<file path="config.mk">
export PLATFORM = sky130hd
export DESIGN_NAME = gcrs_queue
export DESIGN_NICKNAME = d
export VERILOG_FILES = /design/src/rtl/assert_macros.svh /design/src/rtl/gcrs_pkg.sv /design/src/rtl/gcrs_queue.sv
export SDC_FILE = /design/constraint.sdc
export NUM_CORES = 1
export LEC_CHECK = 0
export ABC_AREA = 1
export BUFFER_PORTS_ARGS = -buffer_cell sky130_fd_sc_hd__clkbuf_2
export CAP_MARGIN = 15
export CORE_MARGIN = 2
export CORE_UTILIZATION = 45
export CTS_CLUSTER_DIAMETER = 120
export DETAILED_ROUTE_END_ITERATION = 10
export PLACE_DENSITY = 0.72
export SYNTH_ARGS = -nofsm -noshare
export SYNTH_HDL_FRONTEND = slang
export SYNTH_SLANG_ARGS = --single-unit
</file>
<file path="constraint.sdc">
create_clock -name clk -period 5 [get_ports clk]
set_input_delay 1 -clock clk [delete_from_list [all_inputs] [get_ports clk]]
set_output_delay 1 -clock clk [all_outputs]
set_load 0.05 [all_outputs]
</file>
<file path="src/rtl/assert_macros.svh">
// assertion helpers, clocked on clk and disabled while rst is high
`ifndef ASSERT_MACROS_SVH
`define ASSERT_MACROS_SVH

`ifndef SYNTHESIS

// property that holds at every clock edge
`define ASSERT_ALWAYS(name, expr, msg) \
  name: assert property (@(posedge clk) disable iff (rst) (expr)) else $error(msg);

// antecedent implies consequent in the same cycle
`define ASSERT_IMPLIES(name, ante, cons, msg) \
  name: assert property (@(posedge clk) disable iff (rst) (ante) |-> (cons)) else $error(msg);

// antecedent implies consequent in the next cycle
`define ASSERT_NEXT(name, ante, cons, msg) \
  name: assert property (@(posedge clk) disable iff (rst) (ante) |=> (cons)) else $error(msg);

`else

`define ASSERT_ALWAYS(name, expr, msg)
`define ASSERT_IMPLIES(name, ante, cons, msg)
`define ASSERT_NEXT(name, ante, cons, msg)

`endif

`endif

</file>
<file path="src/rtl/gcrs_pkg.sv">
package gcrs_pkg;

  // field widths
  localparam int PIX_W = 11;
  localparam int VAL_W = 8;
  localparam int SUM_W = 20;
  localparam int CNT_W = 13;
  localparam int COL_W = 6;
  localparam int ROW_W = 11;
  localparam int CFG_W = 12;
  localparam int CFG_IDX_W = 3;
  localparam int CELL_W = 7;

  // division steps, one quotient bit per stage
  localparam int DIV_STEPS = PIX_W;

  // queue and result buffer sizes
  localparam int Q_DEPTH = 4;
  localparam int Q_PTR_W = 2;
  localparam int Q_CNT_W = 3;
  localparam int OUT_DEPTH = 4;
  localparam int OUT_PTR_W = 2;
  localparam int OUT_CNT_W = 3;

  // register indexes
  typedef enum logic [CFG_IDX_W-1:0] {
    REG_REGION_LEFT   = 3'd0,
    REG_REGION_TOP    = 3'd1,
    REG_REGION_WIDTH  = 3'd2,
    REG_REGION_HEIGHT = 3'd3,
    REG_CELL_WIDTH    = 3'd4,
    REG_CELL_HEIGHT   = 3'd5,
    REG_FRAME_WIDTH   = 3'd6,
    REG_FRAME_HEIGHT  = 3'd7
  } cfg_reg_t;

  // configuration register set
  typedef struct packed {
    logic [PIX_W-1:0]  region_left;
    logic [PIX_W-1:0]  region_top;
    logic [CFG_W-1:0]  region_width;
    logic [CFG_W-1:0]  region_height;
    logic [CELL_W-1:0] cell_width;
    logic [CELL_W-1:0] cell_height;
    logic [CFG_W-1:0]  frame_width;
    logic [CFG_W-1:0]  frame_height;
  } cfg_t;

  // one pixel moving through the division pipeline
  typedef struct packed {
    logic              ok;
    logic [PIX_W-1:0]  dx;
    logic [PIX_W-1:0]  dy;
    logic [CELL_W-1:0] rem_x;
    logic [CELL_W-1:0] rem_y;
    logic [PIX_W-1:0]  quo_x;
    logic [PIX_W-1:0]  quo_y;
    logic [VAL_W-1:0]  red;
    logic [VAL_W-1:0]  green;
    logic [VAL_W-1:0]  blue;
  } div_stage_t;

  // classified pixel handed to the accumulator side
  typedef struct packed {
    logic [PIX_W-1:0] cell_j;
    logic [ROW_W-1:0] band_i;
    logic             first;
    logic             last;
    logic [VAL_W-1:0] red;
    logic [VAL_W-1:0] green;
    logic [VAL_W-1:0] blue;
  } cell_req_t;

  // queue status
  typedef struct packed {
    logic full;
    logic empty;
  } q_stat_t;

  // one finished cell
  typedef struct packed {
    logic [SUM_W-1:0] sum_red;
    logic [SUM_W-1:0] sum_green;
    logic [SUM_W-1:0] sum_blue;
    logic [CNT_W-1:0] cell_pixels;
    logic [COL_W-1:0] cell_column;
    logic [ROW_W-1:0] cell_row;
  } result_t;

endpackage

</file>
<file path="src/rtl/gcrs_queue.sv">
module gcrs_queue (
  input  logic                clk,
  input  logic                rst,
  input  logic                push,
  input  gcrs_pkg::cell_req_t push_req,
  input  logic                pop,
  output gcrs_pkg::cell_req_t head_req,
  output gcrs_pkg::q_stat_t   stat
);
  import gcrs_pkg::*;

  cell_req_t            buffer [Q_DEPTH];
  logic [Q_PTR_W-1:0]   head;
  logic [Q_PTR_W-1:0]   tail;
  logic [Q_CNT_W-1:0]   count;
  logic                 do_push;
  logic                 do_pop;

  assign do_push = push && !stat.full;
  assign do_pop  = pop && !stat.empty;

  assign stat.full  = (count == Q_CNT_W'(Q_DEPTH));
  assign stat.empty = (count == '0);
  assign head_req   = buffer[head];

  // pointers and fill count
  always_ff @(posedge clk) begin
    if (rst) begin
      head  <= '0;
      tail  <= '0;
      count <= '0;
    end else begin
      if (do_push) tail <= tail + 1'b1;
      if (do_pop) head <= head + 1'b1;
      if (do_push && !do_pop) count <= count + 1'b1;
      else if (do_pop && !do_push) count <= count - 1'b1;
    end
  end

  // entry storage
  always_ff @(posedge clk) begin
    if (do_push) buffer[tail] <= push_req;
  end

endmodule

</file>
==> impl_metrics.py <==
metrics = {
    "pwr": {
        "swShare_pct": 38.20,
        "power.leakage_nw": 3.149,
        "powerDensity_nw_per_um2": 580.1,
        "p_sw_w": 0.001968,
        "p_seq_share_pct": 41.7,
        "pwr-share-clk_pct": 26.4,
        "comb_power_share_pct": 31.9,
        "power.total_w": 0.005151,
        "peakVddDrop_uv": 336.7,
        "p_int_w": 0.003183,
    },
    "run": {
        "maxCapViolations": 0,
    },
    "grt": {
        "grt_pass1_vias": 4729,
        "grt.overflow.total": 0,
        "track_usage_pct": 17.58,
        "grt_pass1_wl_um": 24770,
        "grt_antenna_before_repair": 1,
        "grt_max_degree": 97,
    },
    "floorplan": {
        "die_h_um": 134.5,
        "ios": 102,
        "die_w_um": 134.5,
        "core_area_um2": 16640,
        "rows": 47,
        "initial_core_util_pct": 46.06,
        "die_area_um2": 18090,
    },
    "timing": {
        "rsz0062_at_grt": "false",
        "setup_tns_ns": 0,
        "slew_viol_final": 0,
        "setup-violations-final": 0,
        "min_period_ns": 3.750,
        "max_freq_ghz": 0.2666,
        "period_share_pct": 75.01,
        "holdWs_ns": 0.5093,
        "finalHoldViolCount": 0,
        "worst_pin_slew_ns": 0.9857,
        "finClkSkew_ns": 0.006829,
        "relSlewSlack_pct": 34.13,
    },
    "clocking": {
        "cts_max_path_buffers": 3,
        "holdBufCountCts": 0,
        "htree_num_levels": 1,
        "cts.sinks": 201,
        "cts_made_buffers": 21,
        "clock-root-buffer": "clkbuf_16",
        "post_cts_buffers": 0,
        "ctsResizeCount": 0,
        "path_clk_slew_ns": 0.05,
        "cts_tree": "built",
        "clk_latency_ns": 0.48,
    },
    "min_path": {
        "hp-class": "flip-flop to flip-flop",
        "whs_path_depth": 2,
    },
    "routing": {
        "drc": 0,
        "wl_per_cell_um": 18.36,
        "routed_wl_um": 15860,
        "drtIter0Drc": 326,
        "antenna_left": 0,
        "firstDrtPassIters": 4,
        "vias_per_cell": 5.347,
        "vias": 4620,
    },
    "logic_synthesis": {
        "synth-seq-area-share_pct": 77.57,
        "ys_warn_count": 0,
        "synthXorXnorAreaFrac_pct": 0.1143,
        "syn-num-nets": 593,
        "synth-compound-area-share_pct": 10.45,
        "synthAdderAreaFrac_pct": 1.077,
        "synth_cell_type_count": 24,
        "synth_area_um2": 7665,
        "synthSimpleGateAreaFrac_pct": 6.807,
        "postSynthAreaPerCell_um2": 14.33,
        "syn_inst": 535,
        "muxShareOfSynthArea_pct": 0,
        "ys_ff_latch": 201,
        "synth_top_family_by_area": "compound AO/OA/AOI/OAI gates",
    },
    "placement": {
        "dpl.hpwl_um": 9167,
        "io_buffers": 101,
        "place_congestion": 0.7705,
    },
    "cells_and_area": {
        "final_net_count": 691,
        "layout_common_cells": "edfxtp_1, clkbuf_2, nor2_1, o21ai_0, o22ai_1",
        "final_common_cell": "edfxtp_1",
        "n_antenna_cell": 0,
        "drive_gt1_share_pct": 22.83,
        "area_growth_pct": 15.85,
    },
    "worst_setup_path": {
        "arrival_ns": 2.75,
        "required_ns": 4.00,
        "crit_type": "flip-flop to primary output",
        "rrSetupSlack_ns": 2.51,
        "r2r_end": "buffer[3][13]",
        "endpoint_kind": "primary output",
        "endpoint": "head_req[0]",
        "r2r_start": "count[0]",
        "r2r_cells": 5,
        "crit_fanout": 49,
        "startpoint_type": "flip-flop",
    },
    "outcome": {
        "status": "completed",
    },
}
cells in the mapped netlist:
library cell | n | area (um^2)
nand2_1 | 15 | 56.30
ha_1 | 5 | 62.56
nand3b_1 | 1 | 7.510
nand3_1 | 4 | 20.02
clkbuf_2 | 5 | 25.02
o21ai_0 | 88 | 440.4
buf_6 | 6 | 67.56
xor2_1 | 1 | 8.760
a21oi_1 | 3 | 15.01
clkbuf_4 | 2 | 15.01
buf_12 | 2 | 40.04
o21ai_1 | 9 | 45.04
buf_2 | 8 | 40.04
inv_6 | 1 | 8.760
dfxtp_1 | 9 | 180.2
nor2_1 | 100 | 375.4
o22ai_1 | 48 | 300.3
edfxtp_1 | 192 | 5766
inv_2 | 1 | 3.750
clkbuf_1 | 4 | 15.01
nor2_2 | 10 | 62.56
fa_1 | 1 | 20.02
inv_1 | 16 | 60.06
buf_4 | 4 | 30.03
final cells by class:
type | count | area (um^2)
multi-input combinational | 285 | 1444
inverter | 18 | 72.57
clock buffer | 31 | 583.1
tap | 220 | 275.3
fill | 1343 | 7762
timing repair buffer | 106 | 543.0
clock inverter | 3 | 11.26
sequential | 201 | 5951
through the flow:
step / instances / instance area, um^2 / worst slack, ns / util [%]
final: 864 / 8880 / 1.250 / 53.36
after global routing: 864 / 8880 / 1.023 / 53.36
after CTS: 864 / 8880 / 1.237 / 53.36
after detailed placement: 830 / 8285 / 1.748 / 49.79
after global placement: 830 / 8285 / 1.781 / 49.79
after floorplan: 535 / 7665 / 1.420 / -
power groups by stage:
stage | clock network [W] | registers (W) | logic [W]
after floorplan | 0 | 0.00213 | 0.00133
after global placement | 0 | 0.00217 | 0.00162
after detailed placement | 0 | 0.00218 | 0.00165
after CTS | 0.00139 | 0.00215 | 0.00166
after global routing | 0.00146 | 0.00217 | 0.00176
final | 0.00136 | 0.00215 | 0.00164
cells by family (layout without fill, tap and decap cells):
family / Yosys count / after routing
compound gates: 148 / 148
buf+inv: 49 / 158
fa+ha+maj: 6 / 6
flops: 201 / 201
xor+xnor: 1 / 1
simple gates: 130 / 130
how the worst min path moves through the flow:
stage / startpoint / to
detailed placement: head[0] / flip-flop
CTS: head[0] / flip-flop
global placement: head[0] / flip-flop
global route: tail[1] / tail[1]
finish: head[0] / flip-flop
floorplan: head[1] / flip-flop
state kept, by name, indices dropped and copies added (netlist names), named ones only:
signal  cells
buffer    192
head        2
count       3
tail        2
worst max-delay path: stages (launching register included):
cell,delay [ns]
dfxtp_2,0.61
inv_2,0.78
o21ai_0,0.20
o22ai_1,0.33
clkbuf_2,0.35
per-layer routing:
layer	part of all wire [%]	track usage (%)	vias to the layer above
li1	-	-	2170
met1	43	23.56	2278
met2	48	29.14	149
met3	7.1	4.354	21
met4	1.4	4.444	2
met5	0.10	0	-
No activity file was read; power rests on OpenSTA's default activity.
