**config.mk**
```make
export PLATFORM = sky130hd
export DESIGN_NAME = gcrs_front
export DESIGN_NICKNAME = d
export VERILOG_FILES = /design/src/rtl/assert_macros.svh /design/src/rtl/gcrs_pkg.sv /design/src/rtl/gcrs_front.sv
export SDC_FILE = /design/constraint.sdc
export NUM_CORES = 2
export LEC_CHECK = 0
export ABC_CLOCK_PERIOD_IN_PS = 34300
export BUFFER_PORTS_ARGS = -buffer_cell sky130_fd_sc_hd__buf_2
export CORE_MARGIN = 1
export CORE_UTILIZATION = 40
export CTS_CLUSTER_SIZE = 25
export DETAILED_ROUTE_END_ITERATION = 7
export GPL_TIMING_DRIVEN = 1
export HOLD_SLACK_MARGIN = 0.03
export PLACE_DENSITY = 0.65
export RECOVER_POWER = 50
export SLEW_MARGIN = 20
export SYNTH_ARGS = -nofsm -noshare
export SYNTH_HDL_FRONTEND = slang
export SYNTH_SLANG_ARGS = --single-unit
export TNS_END_PERCENT = 30
```
**constraint.sdc**
```tcl
create_clock -name clk -period 34.3 [get_ports clk]
set_input_delay 1.715 -clock clk [delete_from_list [all_inputs] [get_ports clk]]
set_output_delay 1.715 -clock clk [all_outputs]
set_load 0.1 [all_outputs]
```
**src/rtl/assert_macros.svh**
```systemverilog
// assertion helpers, clocked on clk and disabled while rst is high
`ifndef ASSERT_MACROS_SVH
`define ASSERT_MACROS_SVH

`ifndef SYNTHESIS

// property that holds at every clock edge
`define ASSERT_ALWAYS(name, expr, msg) \
  name: assert property (@(posedge clk) disable iff (rst) (expr)) else $error(msg);

// antecedent implies consequent in the same cycle
`define ASSERT_IMPLIES(name, ante, cons, msg) \
  name: assert property (@(posedge clk) disable iff (rst) (ante) |-> (cons)) else $error(msg);

// antecedent implies consequent in the next cycle
`define ASSERT_NEXT(name, ante, cons, msg) \
  name: assert property (@(posedge clk) disable iff (rst) (ante) |=> (cons)) else $error(msg);

`else

`define ASSERT_ALWAYS(name, expr, msg)
`define ASSERT_IMPLIES(name, ante, cons, msg)
`define ASSERT_NEXT(name, ante, cons, msg)

`endif

`endif

```
**src/rtl/gcrs_pkg.sv**
```systemverilog
package gcrs_pkg;

  // field widths
  localparam int PIX_W = 11;
  localparam int VAL_W = 8;
  localparam int SUM_W = 20;
  localparam int CNT_W = 13;
  localparam int COL_W = 6;
  localparam int ROW_W = 11;
  localparam int CFG_W = 12;
  localparam int CFG_IDX_W = 3;
  localparam int CELL_W = 7;

  // division steps, one quotient bit per stage
  localparam int DIV_STEPS = PIX_W;

  // queue and result buffer sizes
  localparam int Q_DEPTH = 4;
  localparam int Q_PTR_W = 2;
  localparam int Q_CNT_W = 3;
  localparam int OUT_DEPTH = 4;
  localparam int OUT_PTR_W = 2;
  localparam int OUT_CNT_W = 3;

  // register indexes
  typedef enum logic [CFG_IDX_W-1:0] {
    REG_REGION_LEFT   = 3'd0,
    REG_REGION_TOP    = 3'd1,
    REG_REGION_WIDTH  = 3'd2,
    REG_REGION_HEIGHT = 3'd3,
    REG_CELL_WIDTH    = 3'd4,
    REG_CELL_HEIGHT   = 3'd5,
    REG_FRAME_WIDTH   = 3'd6,
    REG_FRAME_HEIGHT  = 3'd7
  } cfg_reg_t;

  // configuration register set
  typedef struct packed {
    logic [PIX_W-1:0]  region_left;
    logic [PIX_W-1:0]  region_top;
    logic [CFG_W-1:0]  region_width;
    logic [CFG_W-1:0]  region_height;
    logic [CELL_W-1:0] cell_width;
    logic [CELL_W-1:0] cell_height;
    logic [CFG_W-1:0]  frame_width;
    logic [CFG_W-1:0]  frame_height;
  } cfg_t;

  // one pixel moving through the division pipeline
  typedef struct packed {
    logic              ok;
    logic [PIX_W-1:0]  dx;
    logic [PIX_W-1:0]  dy;
    logic [CELL_W-1:0] rem_x;
    logic [CELL_W-1:0] rem_y;
    logic [PIX_W-1:0]  quo_x;
    logic [PIX_W-1:0]  quo_y;
    logic [VAL_W-1:0]  red;
    logic [VAL_W-1:0]  green;
    logic [VAL_W-1:0]  blue;
  } div_stage_t;

  // classified pixel handed to the accumulator side
  typedef struct packed {
    logic [PIX_W-1:0] cell_j;
    logic [ROW_W-1:0] band_i;
    logic             first;
    logic             last;
    logic [VAL_W-1:0] red;
    logic [VAL_W-1:0] green;
    logic [VAL_W-1:0] blue;
  } cell_req_t;

  // queue status
  typedef struct packed {
    logic full;
    logic empty;
  } q_stat_t;

  // one finished cell
  typedef struct packed {
    logic [SUM_W-1:0] sum_red;
    logic [SUM_W-1:0] sum_green;
    logic [SUM_W-1:0] sum_blue;
    logic [CNT_W-1:0] cell_pixels;
    logic [COL_W-1:0] cell_column;
    logic [ROW_W-1:0] cell_row;
  } result_t;

endpackage

```
**src/rtl/gcrs_front.sv**
```systemverilog
module gcrs_front #(
  parameter int MAX_CELLS_ACROSS = 64,
  parameter int MAX_CELL_SIDE    = 64,
  parameter int MAX_FRAME_SIDE   = 2048
) (
  input  logic                               clk,
  input  logic                               rst,
  input  gcrs_pkg::cfg_t                     cfg,
  input  logic                               hold,
  input  logic                               in_valid,
  output logic                               in_ready,
  input  logic [gcrs_pkg::PIX_W-1:0]         pixel_x,
  input  logic [gcrs_pkg::PIX_W-1:0]         pixel_y,
  input  logic [gcrs_pkg::VAL_W-1:0]         blue_value,
  input  logic [gcrs_pkg::VAL_W-1:0]         green_value,
  input  logic [gcrs_pkg::VAL_W-1:0]         red_value,
  input  logic                               mono_frame,
  output logic                               push,
  output gcrs_pkg::cell_req_t                push_req,
  input  gcrs_pkg::q_stat_t                  q_stat
);
  import gcrs_pkg::*;

  localparam int SIDE_W = ($clog2(MAX_FRAME_SIDE + 1) > CFG_W + 1) ?
                          $clog2(MAX_FRAME_SIDE + 1) : CFG_W + 1;
  localparam int CS_W   = ($clog2(MAX_CELL_SIDE + 1) > CELL_W) ?
                          $clog2(MAX_CELL_SIDE + 1) : CELL_W;
  localparam int JC_W   = ($clog2(MAX_CELLS_ACROSS + 1) > PIX_W) ?
                          $clog2(MAX_CELLS_ACROSS + 1) : PIX_W;
  localparam int SPAN_W = CFG_W + 1;

  div_stage_t           stg [DIV_STEPS+1];
  logic [DIV_STEPS:0]   stg_valid;
  div_stage_t           stg_in;
  div_stage_t           last_st;
  logic                 advance;
  logic                 in_accept;
  logic [SIDE_W-1:0]    x_end;
  logic [SIDE_W-1:0]    y_end;
  logic [SIDE_W-1:0]    x_lim;
  logic [SIDE_W-1:0]    y_lim;
  logic                 region_ok;
  logic                 size_ok;
  logic [SPAN_W-1:0]    span_x;
  logic [SPAN_W-1:0]    span_y;
  logic                 fits_x;
  logic                 fits_y;
  logic                 j_ok;
  logic                 keep;

  // one restoring division step on both coordinates
  function automatic div_stage_t div_step(input div_stage_t st,
                                          input logic [CELL_W-1:0] cw,
                                          input logic [CELL_W-1:0] ch,
                                          input int pos);
    div_stage_t      nx;
    logic [CELL_W:0] tx;
    logic [CELL_W:0] ty;
    nx = st;
    tx = {st.rem_x, st.dx[pos]};
    ty = {st.rem_y, st.dy[pos]};
    if (tx >= {1'b0, cw}) begin
      tx = tx - {1'b0, cw};
      nx.quo_x[pos] = 1'b1;
    end
    if (ty >= {1'b0, ch}) begin
      ty = ty - {1'b0, ch};
      nx.quo_y[pos] = 1'b1;
    end
    nx.rem_x = tx[CELL_W-1:0];
    nx.rem_y = ty[CELL_W-1:0];
    return nx;
  endfunction

  // region fit and cell size checks
  always_comb begin
    x_end = SIDE_W'(cfg.region_left) + SIDE_W'(cfg.region_width);
    y_end = SIDE_W'(cfg.region_top) + SIDE_W'(cfg.region_height);
    x_lim = (SIDE_W'(cfg.frame_width) > SIDE_W'(MAX_FRAME_SIDE)) ?
            SIDE_W'(MAX_FRAME_SIDE) : SIDE_W'(cfg.frame_width);
    y_lim = (SIDE_W'(cfg.frame_height) > SIDE_W'(MAX_FRAME_SIDE)) ?
            SIDE_W'(MAX_FRAME_SIDE) : SIDE_W'(cfg.frame_height);
    region_ok = (x_end <= x_lim) && (y_end <= y_lim);
    size_ok = (cfg.cell_width != '0) && (cfg.cell_height != '0) &&
              (CS_W'(cfg.cell_width) <= CS_W'(MAX_CELL_SIDE)) &&
              (CS_W'(cfg.cell_height) <= CS_W'(MAX_CELL_SIDE));
  end

  // load of the first stage from the request
  always_comb begin
    stg_in.ok    = region_ok && size_ok &&
                   (pixel_x >= cfg.region_left) && (pixel_y >= cfg.region_top);
    stg_in.dx    = pixel_x - cfg.region_left;
    stg_in.dy    = pixel_y - cfg.region_top;
    stg_in.rem_x = '0;
    stg_in.rem_y = '0;
    stg_in.quo_x = '0;
    stg_in.quo_y = '0;
    stg_in.blue  = blue_value;
    stg_in.green = mono_frame ? blue_value : green_value;
    stg_in.red   = mono_frame ? blue_value : red_value;
  end

  // classification at the end of the pipeline
  always_comb begin
    last_st = stg[DIV_STEPS];
    span_x  = SPAN_W'(last_st.dx) - SPAN_W'(last_st.rem_x) + SPAN_W'(cfg.cell_width);
    span_y  = SPAN_W'(last_st.dy) - SPAN_W'(last_st.rem_y) + SPAN_W'(cfg.cell_height);
    fits_x  = span_x <= SPAN_W'(cfg.region_width);
    fits_y  = span_y <= SPAN_W'(cfg.region_height);
    j_ok    = JC_W'(last_st.quo_x) < JC_W'(MAX_CELLS_ACROSS);
    keep    = last_st.ok && fits_x && fits_y && j_ok;

    push_req.cell_j = last_st.quo_x;
    push_req.band_i = last_st.quo_y;
    push_req.first  = (last_st.rem_x == '0) && (last_st.rem_y == '0);
    push_req.last   = ({1'b0, last_st.rem_x} + 1'b1 == {1'b0, cfg.cell_width}) &&
                      ({1'b0, last_st.rem_y} + 1'b1 == {1'b0, cfg.cell_height});
    push_req.red    = last_st.red;
    push_req.green  = last_st.green;
    push_req.blue   = last_st.blue;
  end

  // pipeline moves unless a kept pixel finds the queue full
  assign push      = stg_valid[DIV_STEPS] && keep;
  assign advance   = !(push && q_stat.full);
  assign in_ready  = advance && !hold;
  assign in_accept = in_valid && in_ready;

  // stage valid bits
  always_ff @(posedge clk) begin
    if (rst) begin
      stg_valid <= '0;
    end else if (advance) begin
      stg_valid <= {stg_valid[DIV_STEPS-1:0], in_accept};
    end
  end

  // first stage payload
  always_ff @(posedge clk) begin
    if (advance) stg[0] <= stg_in;
  end

  // division stages, most significant quotient bit first
  for (genvar s = 0; s < DIV_STEPS; s++) begin : g_div
    always_ff @(posedge clk) begin
      if (advance) begin
        stg[s+1] <= div_step(stg[s], cfg.cell_width, cfg.cell_height, DIV_STEPS - 1 - s);
      end
    end
  end

endmodule

```
==> impl_metrics.toml <==
[synthesis]
synth-compound-area-share = 0.0662
ys_types = 68
synth_top_family_by_area = "adder cells"
synthArstFlopShare = 0
syn_inst = 2639
synth_fp_nets = 3074
synth_edf_count = 850
synth.avg_cell_area_um2 = 14.7
synthXorXnorAreaFrac = 0.0329
ys_seq_area_frac = 0.663
muxShareOfSynthArea = 0.0363
synth-adder-area-share = 0.101
synth-simple-area-share = 0.0649
ys.flop_type = "edfxtp_1"
synth_seq_cells = 862
synth_area_um2 = 38800
yosys_warnings = 0

[sta]
fmaxAchievable_mhz = 105
max_slew_margin = -0.0359
period_needed_ns = 9.51
post-route-period-util = 0.277
tightest_slew_ns = 1.55
setup_violations = 0
rsz0062_at_grt = "false"
slew_violations = 16
hold_viol = 0
clock_skew_ns = 0.0377
setup_tns_ns = 0

[worst_setup_path]
worstPathMaxFanout = 87
r2r-start = "stg[2][302]"
worstPathRequired_ns = 34.55
worstRegToRegCells = 23
critPathCapture = "stg[2][278]"
critPathKind = "in2reg"
start_kind = "input pin"
r2r_slack_ns = 26.43
r2r_end = "stg[2][278]"
crit_arrival_ns = 9.77
end_kind = "flip-flop"
startpoint = "cfg[25]"

[status]
status = "finished with violations"
violations = "max-capacitance violations, max-slew violations"

[route]
wl_per_cell_um = 15.9
first_pass_iters = 5
drtIter0Drc = 1310
routed_wl_um = 66900
vias = 20611
antenna_left = 0
drc_errors = 0
viasPerCell = 4.91

[floorplan]
die_h_um = 314
core_area_um2 = 95600
initial_core_util = 0.406
die_w_um = 314
ioPinCount = 187
num_rows = 113
design.die.area_um2 = 98300

[power]
ir_drop_v = 0.0000416
report.power.total_mw = 3.56
power_density_nw_per_um2 = 81.2
static-leakage-power_nw = 18.0

[grt]
grt_pass1_vias = 20173
grt_pass1_wl_um = 106000
grt-ovfl-total = 0
grt_usage = 0.137
antenna_found_initial = 4
grt_max_degree = 212

[cells_and_area]
syn_to_final_growth_pct = 13.0
final_common_cell = "edfxtp_1"
drive_above_1_share = 0.127
final_cell_area_um2 = 43900
fin_nets = 3290
antenna_cells = 0
final_cell_mix = "edfxtp_1, ha_1, inv_1"

[clocking]
clkSlewWorstSetupHoldPaths_ns = 0.06
root_buffer = "clkbuf_16"
htree_levels = 3
insertion_delay_ns = 0.66
clock-sinks = 862
cts_tree = "built"
post_cts_buffers = 0
cts_buffers = 92
cts_buffer_depth = 3
ctsResizeCount = 0
hold_buffers = 0

[placed_design]
io_buffers = 185
place_area_um2 = 41000
place_congestion = 0.831
dpl.hpwl_um = 45300

[run]
max_cap_violations = 1

[min_path]
hold_class = "reg2reg"
critical path, cell delays in order:
cell      delay, ns
buf_2          0.08
clkbuf_1       1.11
inv_1          0.81
fa_1           0.66
nor2b_1        0.17
o31a_1         0.18
nor3_1         0.07
o21bai_1       0.18
nand2_1        0.09
xnor2_1        0.16
ha_1           0.33
nand4_1        0.12
nor2_1         0.13
o31ai_1        0.08
a31oi_1        0.16
o21ai_0        0.22
o211a_1        0.21
nand3b_1       0.11
buf_6          0.59
buf_4          0.71
buf_4          0.88
buf_4          0.77
stage by stage:
stage	utilization	hold slack (ns)	cells	setup WS, ns
2_1_floorplan	-	0.400	2639	3.58
3_3_place_gp	0.429	0.400	4026	25.07
3_5_place_dp	0.429	0.405	4026	24.99
4_1_cts	0.460	0.378	4197	25.66
5_1_grt	0.459	0.404	4197	23.90
6_report	0.459	0.381	4197	24.79
Yosys cell counts (all sizes together) (23+ instances only):
master  instances  share of area
nand3          44         0.0057
fa             28          0.014
clkbuf         29         0.0028
ha            270          0.087
mux2           80          0.023
nor3           27         0.0036
or4            24         0.0046
xor2           38         0.0086
a21boi         23         0.0044
nand4          39         0.0063
nand2b         43         0.0069
buf            48         0.0093
mux2i          51          0.013
a21o           39         0.0075
a21oi          82          0.011
nor2b          86          0.014
nand2          78         0.0075
inv           236          0.023
edfxtp        850           0.66
nor2          108          0.010
o21ai         160          0.021
xnor2         108          0.024
layer usage:
layer | part of all wire | vias up | global-route usage | wire, um
met5 | 0.00012 | - | 0 | 8
met4 | 0.020 | 2 | 0.0412 | 1310
met3 | 0.040 | 103 | 0.0259 | 2660
met2 | 0.47 | 371 | 0.224 | 31700
met1 | 0.47 | 9904 | 0.184 | 31300
li1 | - | 10231 | - | -
how the worst min path moves through the flow:
stage                      from          end  slack [ns]  cells after the start
floorplan            stg[0][17]  stg[0][100]        0.40                      0
global placement      stg[2][5]   stg[2][88]        0.40                      0
detailed placement   stg[0][19]  stg[0][102]        0.40                      0
CTS                 stg[2][111]  stg[2][194]        0.38                      0
global route        stg[2][111]  stg[2][194]        0.40                      0
finish               stg[2][27]  stg[2][110]        0.38                      0
where the power goes:
group	internal [mW]	leakage (nW)	switching, mW	total [mW]
Sequential	1.43	9.31	0.0888	1.52
Combinational	0.484	7.26	0.611	1.10
Clock	0.531	1.42	0.414	0.946
Total	2.45	18.0	1.11	3.56
kinds of logic after synthesis:
group / after synthesis
xor gates and xnor gates: 146
adders and majority gates: 298
AOI/OAI and AO/OA: 408
muxes: 131
DFF: 862
buffers and inverters: 313
and+or+nand+nor: 481
state kept, by name, indices dropped and copies added (netlist names):
name and flops:
stg 850, stg_valid 12
final cells by class:
| type | count | area [um2] |
|---|---|---|
| well taps | 1265 | 1580 |
| flip-flops and latches | 862 | 25800 |
| clock inverters | 58 | 546 |
| multi-input cells | 1464 | 11700 |
| inverters | 236 | 886 |
| fillers | 8534 | 51700 |
| repair buffers | 199 | 968 |
| clock buffers | 113 | 2410 |
Power figures use the tool's default switching activity.
