## src/rtl/assert_macros.svh

```systemverilog
// assertion helpers, clocked on clk and disabled while rst is high
`ifndef ASSERT_MACROS_SVH
`define ASSERT_MACROS_SVH

`ifndef SYNTHESIS

// property that holds at every clock edge
`define ASSERT_ALWAYS(name, expr, msg) \
  name: assert property (@(posedge clk) disable iff (rst) (expr)) else $error(msg);

// antecedent implies consequent in the same cycle
`define ASSERT_IMPLIES(name, ante, cons, msg) \
  name: assert property (@(posedge clk) disable iff (rst) (ante) |-> (cons)) else $error(msg);

// antecedent implies consequent in the next cycle
`define ASSERT_NEXT(name, ante, cons, msg) \
  name: assert property (@(posedge clk) disable iff (rst) (ante) |=> (cons)) else $error(msg);

`else

`define ASSERT_ALWAYS(name, expr, msg)
`define ASSERT_IMPLIES(name, ante, cons, msg)
`define ASSERT_NEXT(name, ante, cons, msg)

`endif

`endif

```

## src/rtl/gcrs_pkg.sv

```systemverilog
package gcrs_pkg;

  // field widths
  localparam int PIX_W = 11;
  localparam int VAL_W = 8;
  localparam int SUM_W = 20;
  localparam int CNT_W = 13;
  localparam int COL_W = 6;
  localparam int ROW_W = 11;
  localparam int CFG_W = 12;
  localparam int CFG_IDX_W = 3;
  localparam int CELL_W = 7;

  // division steps, one quotient bit per stage
  localparam int DIV_STEPS = PIX_W;

  // queue and result buffer sizes
  localparam int Q_DEPTH = 4;
  localparam int Q_PTR_W = 2;
  localparam int Q_CNT_W = 3;
  localparam int OUT_DEPTH = 4;
  localparam int OUT_PTR_W = 2;
  localparam int OUT_CNT_W = 3;

  // register indexes
  typedef enum logic [CFG_IDX_W-1:0] {
    REG_REGION_LEFT   = 3'd0,
    REG_REGION_TOP    = 3'd1,
    REG_REGION_WIDTH  = 3'd2,
    REG_REGION_HEIGHT = 3'd3,
    REG_CELL_WIDTH    = 3'd4,
    REG_CELL_HEIGHT   = 3'd5,
    REG_FRAME_WIDTH   = 3'd6,
    REG_FRAME_HEIGHT  = 3'd7
  } cfg_reg_t;

  // configuration register set
  typedef struct packed {
    logic [PIX_W-1:0]  region_left;
    logic [PIX_W-1:0]  region_top;
    logic [CFG_W-1:0]  region_width;
    logic [CFG_W-1:0]  region_height;
    logic [CELL_W-1:0] cell_width;
    logic [CELL_W-1:0] cell_height;
    logic [CFG_W-1:0]  frame_width;
    logic [CFG_W-1:0]  frame_height;
  } cfg_t;

  // one pixel moving through the division pipeline
  typedef struct packed {
    logic              ok;
    logic [PIX_W-1:0]  dx;
    logic [PIX_W-1:0]  dy;
    logic [CELL_W-1:0] rem_x;
    logic [CELL_W-1:0] rem_y;
    logic [PIX_W-1:0]  quo_x;
    logic [PIX_W-1:0]  quo_y;
    logic [VAL_W-1:0]  red;
    logic [VAL_W-1:0]  green;
    logic [VAL_W-1:0]  blue;
  } div_stage_t;

  // classified pixel handed to the accumulator side
  typedef struct packed {
    logic [PIX_W-1:0] cell_j;
    logic [ROW_W-1:0] band_i;
    logic             first;
    logic             last;
    logic [VAL_W-1:0] red;
    logic [VAL_W-1:0] green;
    logic [VAL_W-1:0] blue;
  } cell_req_t;

  // queue status
  typedef struct packed {
    logic full;
    logic empty;
  } q_stat_t;

  // one finished cell
  typedef struct packed {
    logic [SUM_W-1:0] sum_red;
    logic [SUM_W-1:0] sum_green;
    logic [SUM_W-1:0] sum_blue;
    logic [CNT_W-1:0] cell_pixels;
    logic [COL_W-1:0] cell_column;
    logic [ROW_W-1:0] cell_row;
  } result_t;

endpackage

```

## src/rtl/gcrs_back.sv

```systemverilog
`include "assert_macros.svh"

module gcrs_back #(
  parameter int MAX_CELLS_ACROSS = 64
) (
  input  logic                       clk,
  input  logic                       rst,
  input  gcrs_pkg::cfg_t             cfg,
  input  gcrs_pkg::cell_req_t        head_req,
  input  gcrs_pkg::q_stat_t          q_stat,
  output logic                       pop,
  output logic                       clearing,
  output logic                       out_valid,
  input  logic                       out_ready,
  output logic [gcrs_pkg::SUM_W-1:0] sum_red,
  output logic [gcrs_pkg::SUM_W-1:0] sum_green,
  output logic [gcrs_pkg::SUM_W-1:0] sum_blue,
  output logic [gcrs_pkg::CNT_W-1:0] cell_pixels,
  output logic [gcrs_pkg::COL_W-1:0] cell_column,
  output logic [gcrs_pkg::ROW_W-1:0] cell_row
);
  import gcrs_pkg::*;

  localparam int IDX_W = (MAX_CELLS_ACROSS > 1) ? $clog2(MAX_CELLS_ACROSS) : 1;
  localparam int ACC_W = 3 * SUM_W;

  logic [ACC_W-1:0]       acc_mem [MAX_CELLS_ACROSS];
  logic [ACC_W-1:0]       rd_data;
  logic [IDX_W-1:0]       clr_addr;
  logic                   r_valid;
  cell_req_t              r_req;
  logic [IDX_W-1:0]       r_addr;
  logic                   fwd_valid;
  logic [IDX_W-1:0]       fwd_addr;
  logic [ACC_W-1:0]       fwd_data;
  logic [ACC_W-1:0]       old_acc;
  logic [ACC_W-1:0]       new_acc;
  logic                   wr_en;
  logic [IDX_W-1:0]       wr_addr;
  logic [ACC_W-1:0]       wr_data;
  logic [2*CELL_W-1:0]    pix_prod;
  result_t                res_new;
  logic                   res_push;
  logic                   out_pop;
  logic                   credit;
  result_t                out_buf [OUT_DEPTH];
  logic [OUT_PTR_W-1:0]   out_head;
  logic [OUT_PTR_W-1:0]   out_tail;
  logic [OUT_CNT_W-1:0]   out_count;

  // take a request only when the result buffer is sure to have room
  assign credit = (out_count + OUT_CNT_W'(r_valid)) < OUT_CNT_W'(OUT_DEPTH);
  assign pop    = !q_stat.empty && !clearing && credit;
  assign r_addr = r_req.cell_j[IDX_W-1:0];

  // clearing pass over the accumulators after reset
  always_ff @(posedge clk) begin
    if (rst) begin
      clearing <= 1'b1;
      clr_addr <= '0;
    end else if (clearing) begin
      clr_addr <= clr_addr + 1'b1;
      if (clr_addr == IDX_W'(MAX_CELLS_ACROSS - 1)) clearing <= 1'b0;
    end
  end

  // accumulate stage valid and request
  always_ff @(posedge clk) begin
    if (rst) begin
      r_valid   <= 1'b0;
      fwd_valid <= 1'b0;
    end else begin
      r_valid   <= pop;
      fwd_valid <= r_valid;
    end
  end

  always_ff @(posedge clk) begin
    if (pop) r_req <= head_req;
    fwd_addr <= r_addr;
    fwd_data <= new_acc;
  end

  // read after a write to the same cell takes the written value
  always_comb begin
    old_acc = (fwd_valid && (fwd_addr == r_addr)) ? fwd_data : rd_data;
    if (r_req.first) begin
      new_acc = {SUM_W'(r_req.red), SUM_W'(r_req.green), SUM_W'(r_req.blue)};
    end else begin
      new_acc = {old_acc[3*SUM_W-1:2*SUM_W] + SUM_W'(r_req.red),
                 old_acc[2*SUM_W-1:SUM_W] + SUM_W'(r_req.green),
                 old_acc[SUM_W-1:0] + SUM_W'(r_req.blue)};
    end
  end

  // single write port shared by clearing and accumulation
  assign wr_en   = clearing || r_valid;
  assign wr_addr = clearing ? clr_addr : r_addr;
  assign wr_data = clearing ? '0 : new_acc;

  // accumulator memory with registered read
  always_ff @(posedge clk) begin
    if (wr_en) acc_mem[wr_addr] <= wr_data;
    if (pop) rd_data <= acc_mem[head_req.cell_j[IDX_W-1:0]];
  end

  // finished cell
  assign pix_prod = (2*CELL_W)'(cfg.cell_width) * (2*CELL_W)'(cfg.cell_height);

  always_comb begin
    res_new.sum_red     = new_acc[3*SUM_W-1:2*SUM_W];
    res_new.sum_green   = new_acc[2*SUM_W-1:SUM_W];
    res_new.sum_blue    = new_acc[SUM_W-1:0];
    res_new.cell_pixels = pix_prod[CNT_W-1:0];
    res_new.cell_column = r_req.cell_j[COL_W-1:0];
    res_new.cell_row    = r_req.band_i;
  end

  assign res_push  = r_valid && r_req.last;
  assign out_valid = (out_count != '0);
  assign out_pop   = out_valid && out_ready;

  // result buffer pointers
  always_ff @(posedge clk) begin
    if (rst) begin
      out_head  <= '0;
      out_tail  <= '0;
      out_count <= '0;
    end else begin
      if (res_push) out_tail <= out_tail + 1'b1;
      if (out_pop) out_head <= out_head + 1'b1;
      if (res_push && !out_pop) out_count <= out_count + 1'b1;
      else if (out_pop && !res_push) out_count <= out_count - 1'b1;
    end
  end

  always_ff @(posedge clk) begin
    if (res_push) out_buf[out_tail] <= res_new;
  end

  // result port
  assign sum_red     = out_buf[out_head].sum_red;
  assign sum_green   = out_buf[out_head].sum_green;
  assign sum_blue    = out_buf[out_head].sum_blue;
  assign cell_pixels = out_buf[out_head].cell_pixels;
  assign cell_column = out_buf[out_head].cell_column;
  assign cell_row    = out_buf[out_head].cell_row;

  // checks
  `ASSERT_ALWAYS(a_credit_room, (out_count + OUT_CNT_W'(r_valid)) <= OUT_CNT_W'(OUT_DEPTH), "result buffer overrun")
  `ASSERT_IMPLIES(a_no_work_in_clear, clearing, !r_valid && !fwd_valid, "accumulate during clearing")
  `ASSERT_NEXT(a_fwd_follows_write, r_valid, fwd_valid && (fwd_addr == $past(r_addr)), "forward lost")

endmodule

```

## config.mk

```make
export PLATFORM = sky130hd
export DESIGN_NAME = gcrs_back
export DESIGN_NICKNAME = d
export VERILOG_FILES = /design/src/rtl/gcrs_pkg.sv /design/src/rtl/gcrs_back.sv
export VERILOG_INCLUDE_DIRS = /design/src /design/src/rtl
export SDC_FILE = /design/constraint.sdc
export NUM_CORES = 2
export LEC_CHECK = 0
export BUFFER_PORTS_ARGS = -buffer_cell sky130_fd_sc_hd__clkbuf_2
export CAP_MARGIN = 10
export CORE_MARGIN = 1
export CORE_UTILIZATION = 51
export DETAILED_ROUTE_END_ITERATION = 8
export GPL_TIMING_DRIVEN = 0
export PLACE_DENSITY = 0.67
export SLEW_MARGIN = 20
export SYNTH_ARGS = -nofsm -noshare
export SYNTH_HDL_FRONTEND = slang
export SYNTH_MEMORY_MAX_BITS = 65536
export SYNTH_SLANG_ARGS = --single-unit
export TNS_END_PERCENT = 100
```

## constraint.sdc

```tcl
create_clock -name clk -period 13.5 [get_ports clk]
set_input_delay 0 -clock clk [delete_from_list [all_inputs] [get_ports clk]]
set_output_delay 0 -clock clk [all_outputs]
set_load 0.02 [all_outputs]
```

==> run_results.csv <==
group,metric,value,unit
outcome,outcome,"finished, final reports clean",
setup_path,end_kind,"flop",
routing,drc,0,
place,placedCellCount,12080,
place,placed_area,184300,sq um
cts,clk_path_buf_depth,4,
timing,finalSetupTns,0,ns
place,gp_congestion,0.9034,
routing,ant_nets,0,
global_routing,antenna_found_initial,48,
setup_path,slowest_delay,0.73,ns
routing,wire_per_inst,35.73,microns
power,p_int,0.02214,W
routing,drt_iter0_drc,12010,
timing,max_freq,131.4,MHz
setup_path,cp.arrival,8.39,ns
global_routing,grtUsageTotal,27.94,%
cts,cts_sinks,4387,
die,die_height,578.0,microns
power,p_per_area,141.3,nW/um^2
setup_path,path_cells,"buf_6 -> xor2_2 -> nor3_2 -> clkbuf_1 -> nand2_1 -> clkbuf_1 -> clkbuf_1 -> nand2_1 -> nand2_1 -> ha_1 -> nor3_1 -> o211ai_1 -> and2_1 -> clkbuf_1 -> and4_1 -> nor3_2 -> buf_4 -> buf_4 -> buf_4 -> buf_4",
timing,clock-skew-final,0.05529,ns
setup_path,cpLargestDelayFamily,"simple AND/OR/NAND/NOR gates",
power,clkPwrFrac,41.6,%
finish,register_area,130900,sq um
cts,clkLatencyLatePin,0.98,ns
yosys,synthFlopType,"edfxtp_1",
setup_path,path_depth,20,
power,leakagePower,59.65,nW
yosys,ys_warn_count,0,
place,post-place-ws,6.129,ns
power,p_sw,0.005992,W
power,peakVddDrop,0.1395,mV
die,die_x,578.0,microns
timing,relSlewSlack,14.24,%
timing,finalHoldViolations,0,
setup_path,r2r_slack,5.89,ns
die,die-area,334100,sq um
timing,finalCriticalPeriod,7.610,ns
setup_path,cp_num_buf_inv,9,
cts,clk_pin_slew_worst_paths,0.06,ns
yosys,yosysSeqAreaShare,77.35,%
global_routing,grt_max_degree,65,
die,core_area,330300,sq um
setup_path,crit_path_start_kind,"flop",
finish,final_common_cell,"edfxtp_1",
finish,fin_cells,13000,
setup_path,worst-setup-path-type,"reg2reg",
routing,drt-total-wl,464600,microns
global_routing,grt.overflow.total,0,
cts,cts_tree,"built",
die,num_rows,211,
die,io_pins,230,
worst_hold_path,min_to,"out_buf[2][20]",
finish,num-fill-cells,22080,
setup_path,crit_path_top_delay_cell,"nor3_2",
worst_hold_path,hold_depth,5,
die,start_util,51.24,%
place,numPortBuffers,152,
yosys,synth_nets,7369,
place,dp_hpwl,323200,microns
finish,layout_common_cells,"edfxtp_1, mux4_2, clkbuf_16, clkbuf_1, clkbuf_2",
global_routing,grt_pass1_vias,84460,
setup_path,r2r_end,"acc_mem[25][51]",
yosys,synth_area,169200,sq um
finish,fin_util,60.31,%
cts,numCtsBuffers,428,
finish,multi_input_area,37490,sq um
setup_path,reg2reg_from,"r_addr[2]",
setup_path,crit_required,14.28,ns
finish,final_area,199200,sq um
timing,fin_crit_sh,56.37,%
yosys,syn_inst,7145,
yosys,avgSynthCellArea,23.69,sq um
power,combPwrFrac,5.5,%
timing,worst_pin_slew,1.286,ns
setup_path,path_max_fanout,16,
routing,vias,84080,
cts,clock_tree.root_cell,"clkbuf_16",
worst_hold_path,hold_class,"in2reg",
timing,setup_ws,5.890,ns
yosys,synth-edff-count,4303,
finish,area_delta_synth_final,17.69,%
worst_hold_path,hold_path.startpoint,"cfg[26]",
setup_path,reg2regPathDepth,20,
timing,slew_violations,0,
yosys,ys_seq_elements,4387,
finish,layout-drive-gt1-share,32.55,%
cts,cts.htree.levels,5,
power,switching_share,21.30,%
timing,rsz0062_at_grt,"false",
routing,vias_per_cell,6.466,
finish,final_nets,8475,
routing,drt_pre_antenna_iters,6,
global_routing,grt_pass1_wl,646100,microns
yosys,async_flop_share,0,%
run,cap_viol_max_count,0,
timing,setup_violations,0,
yosys,synth_cell_type_count,71,
power,pwr-share-seq,52.9,%
## metrics by stage
stage / hold WS (ns) / power, W
after floorplan: 0.09887 / 0.01607
after global placement: 0.1801 / 0.01660
after detailed placement: 0.1791 / 0.01667
after CTS: 0.02167 / 0.02824
after global routing: 0.09529 / 0.02881
final: 0.07289 / 0.02814
## how the worst max path moves through the flow
stage                     startpoint              end  slack [ns]
final                      r_addr[2]  acc_mem[25][51]        5.89
after CTS                  r_addr[2]   acc_mem[8][51]        6.10
after global placement      clearing              pop       -7.27
after detailed placement   r_addr[2]  acc_mem[25][51]        6.13
after floorplan             clearing        r_addr[0]        0.48
after global routing       r_addr[3]  acc_mem[29][51]        5.64
## what timing repair did
item / in CTS / in global routing
buffers inserted: 0 / 0
hold buffers: 103 / 0
hold endpoints to repair: 147 / 0
gates resized for setup: 0 / 0
## power groups by stage
stage | Combinational (W) | Sequential [W] | Clock [W]
after floorplan | 0.000912 | 0.0152 | 0
after global placement | 0.00143 | 0.0152 | 0
after detailed placement | 0.00151 | 0.0152 | 0
after CTS | 0.00154 | 0.0149 | 0.0118
after global routing | 0.00162 | 0.0149 | 0.0123
final | 0.00155 | 0.0149 | 0.0117
## synth_stat cells, types with 11 or more instances
cell / instances / share of area [%]
a211oi_1: 51 / 0.23
a21o_1: 16 / 0.071
a21oi_1: 72 / 0.21
and2_1: 58 / 0.21
and3_1: 14 / 0.052
buf_1: 82 / 0.18
buf_2: 65 / 0.19
clkbuf_1: 198 / 0.44
dfxtp_1: 84 / 0.99
edfxtp_1: 4303 / 76
fa_1: 27 / 0.32
ha_1: 60 / 0.44
inv_1: 52 / 0.12
mux2_2: 24 / 0.16
mux2i_1: 59 / 0.35
mux4_2: 1312 / 17
nand2_1: 161 / 0.36
nand3_1: 12 / 0.035
nand4_1: 18 / 0.067
nor2_1: 130 / 0.29
nor2b_1: 52 / 0.19
nor3_1: 59 / 0.17
o211ai_1: 11 / 0.049
o21ai_0: 35 / 0.10
xnor2_1: 28 / 0.14
xor2_1: 17 / 0.088
## metal layers
metal | routed length (microns) | GRT usage, % | up-vias
met3 | 53630 | 7.233 | 939
met1 | 170400 | 37.83 | 45010
li1 | - | - | 32920
met4 | 19460 | 10.34 | 24
met2 | 220900 | 44.18 | 5192
met5 | 161 | 0 | -
## final cells by class
class                      count  area share, %
clock buffer                 530          5.684
tap                         4366          2.743
inverter                      53        0.09988
clock inverter               257          1.190
buffer                       357         0.7865
sequential                  4387          65.72
antenna                       29        0.03643
multi-input combinational   2348          18.82
timing repair buffer         676          4.922
## cell families (layout without fill, tap and decap cells)
| group | count (synthesis) | after routing | share of synthesized area [%] |
|---|---|---|---|
| other | 0 | 29 | 0 |
| AOI/OAI and AO/OA | 270 | 270 | 1.077 |
| muxes | 1399 | 1399 | 18.00 |
| buffers and inverters | 410 | 1873 | 0.9885 |
| xor gates and xnor gates | 46 | 46 | 0.2425 |
| and+or+nand+nor | 546 | 546 | 1.579 |
| adders and majority gates | 87 | 87 | 0.7630 |
| DFF | 4387 | 4387 | 77.35 |
## tightest hold or removal path, cell delays in order
cell	delay [ns]
clkbuf_2	0.17
and2_1	0.15
ha_1	0.14
ha_1	0.21
fa_1	0.23
## sequential cells by signal, indices dropped and copies added (netlist names), named ones only
signal / flops
fwd_data: 60
out_count: 3
r_valid: 1
clr_addr: 6
out_head: 2
r_req: 37
out_tail: 2
out_buf: 360
acc_mem: 3840
fwd_valid: 1
fwd_addr: 6
rd_data: 60
r_addr: 6
clearing: 1
No activity file was read; power rests on OpenSTA's default activity.
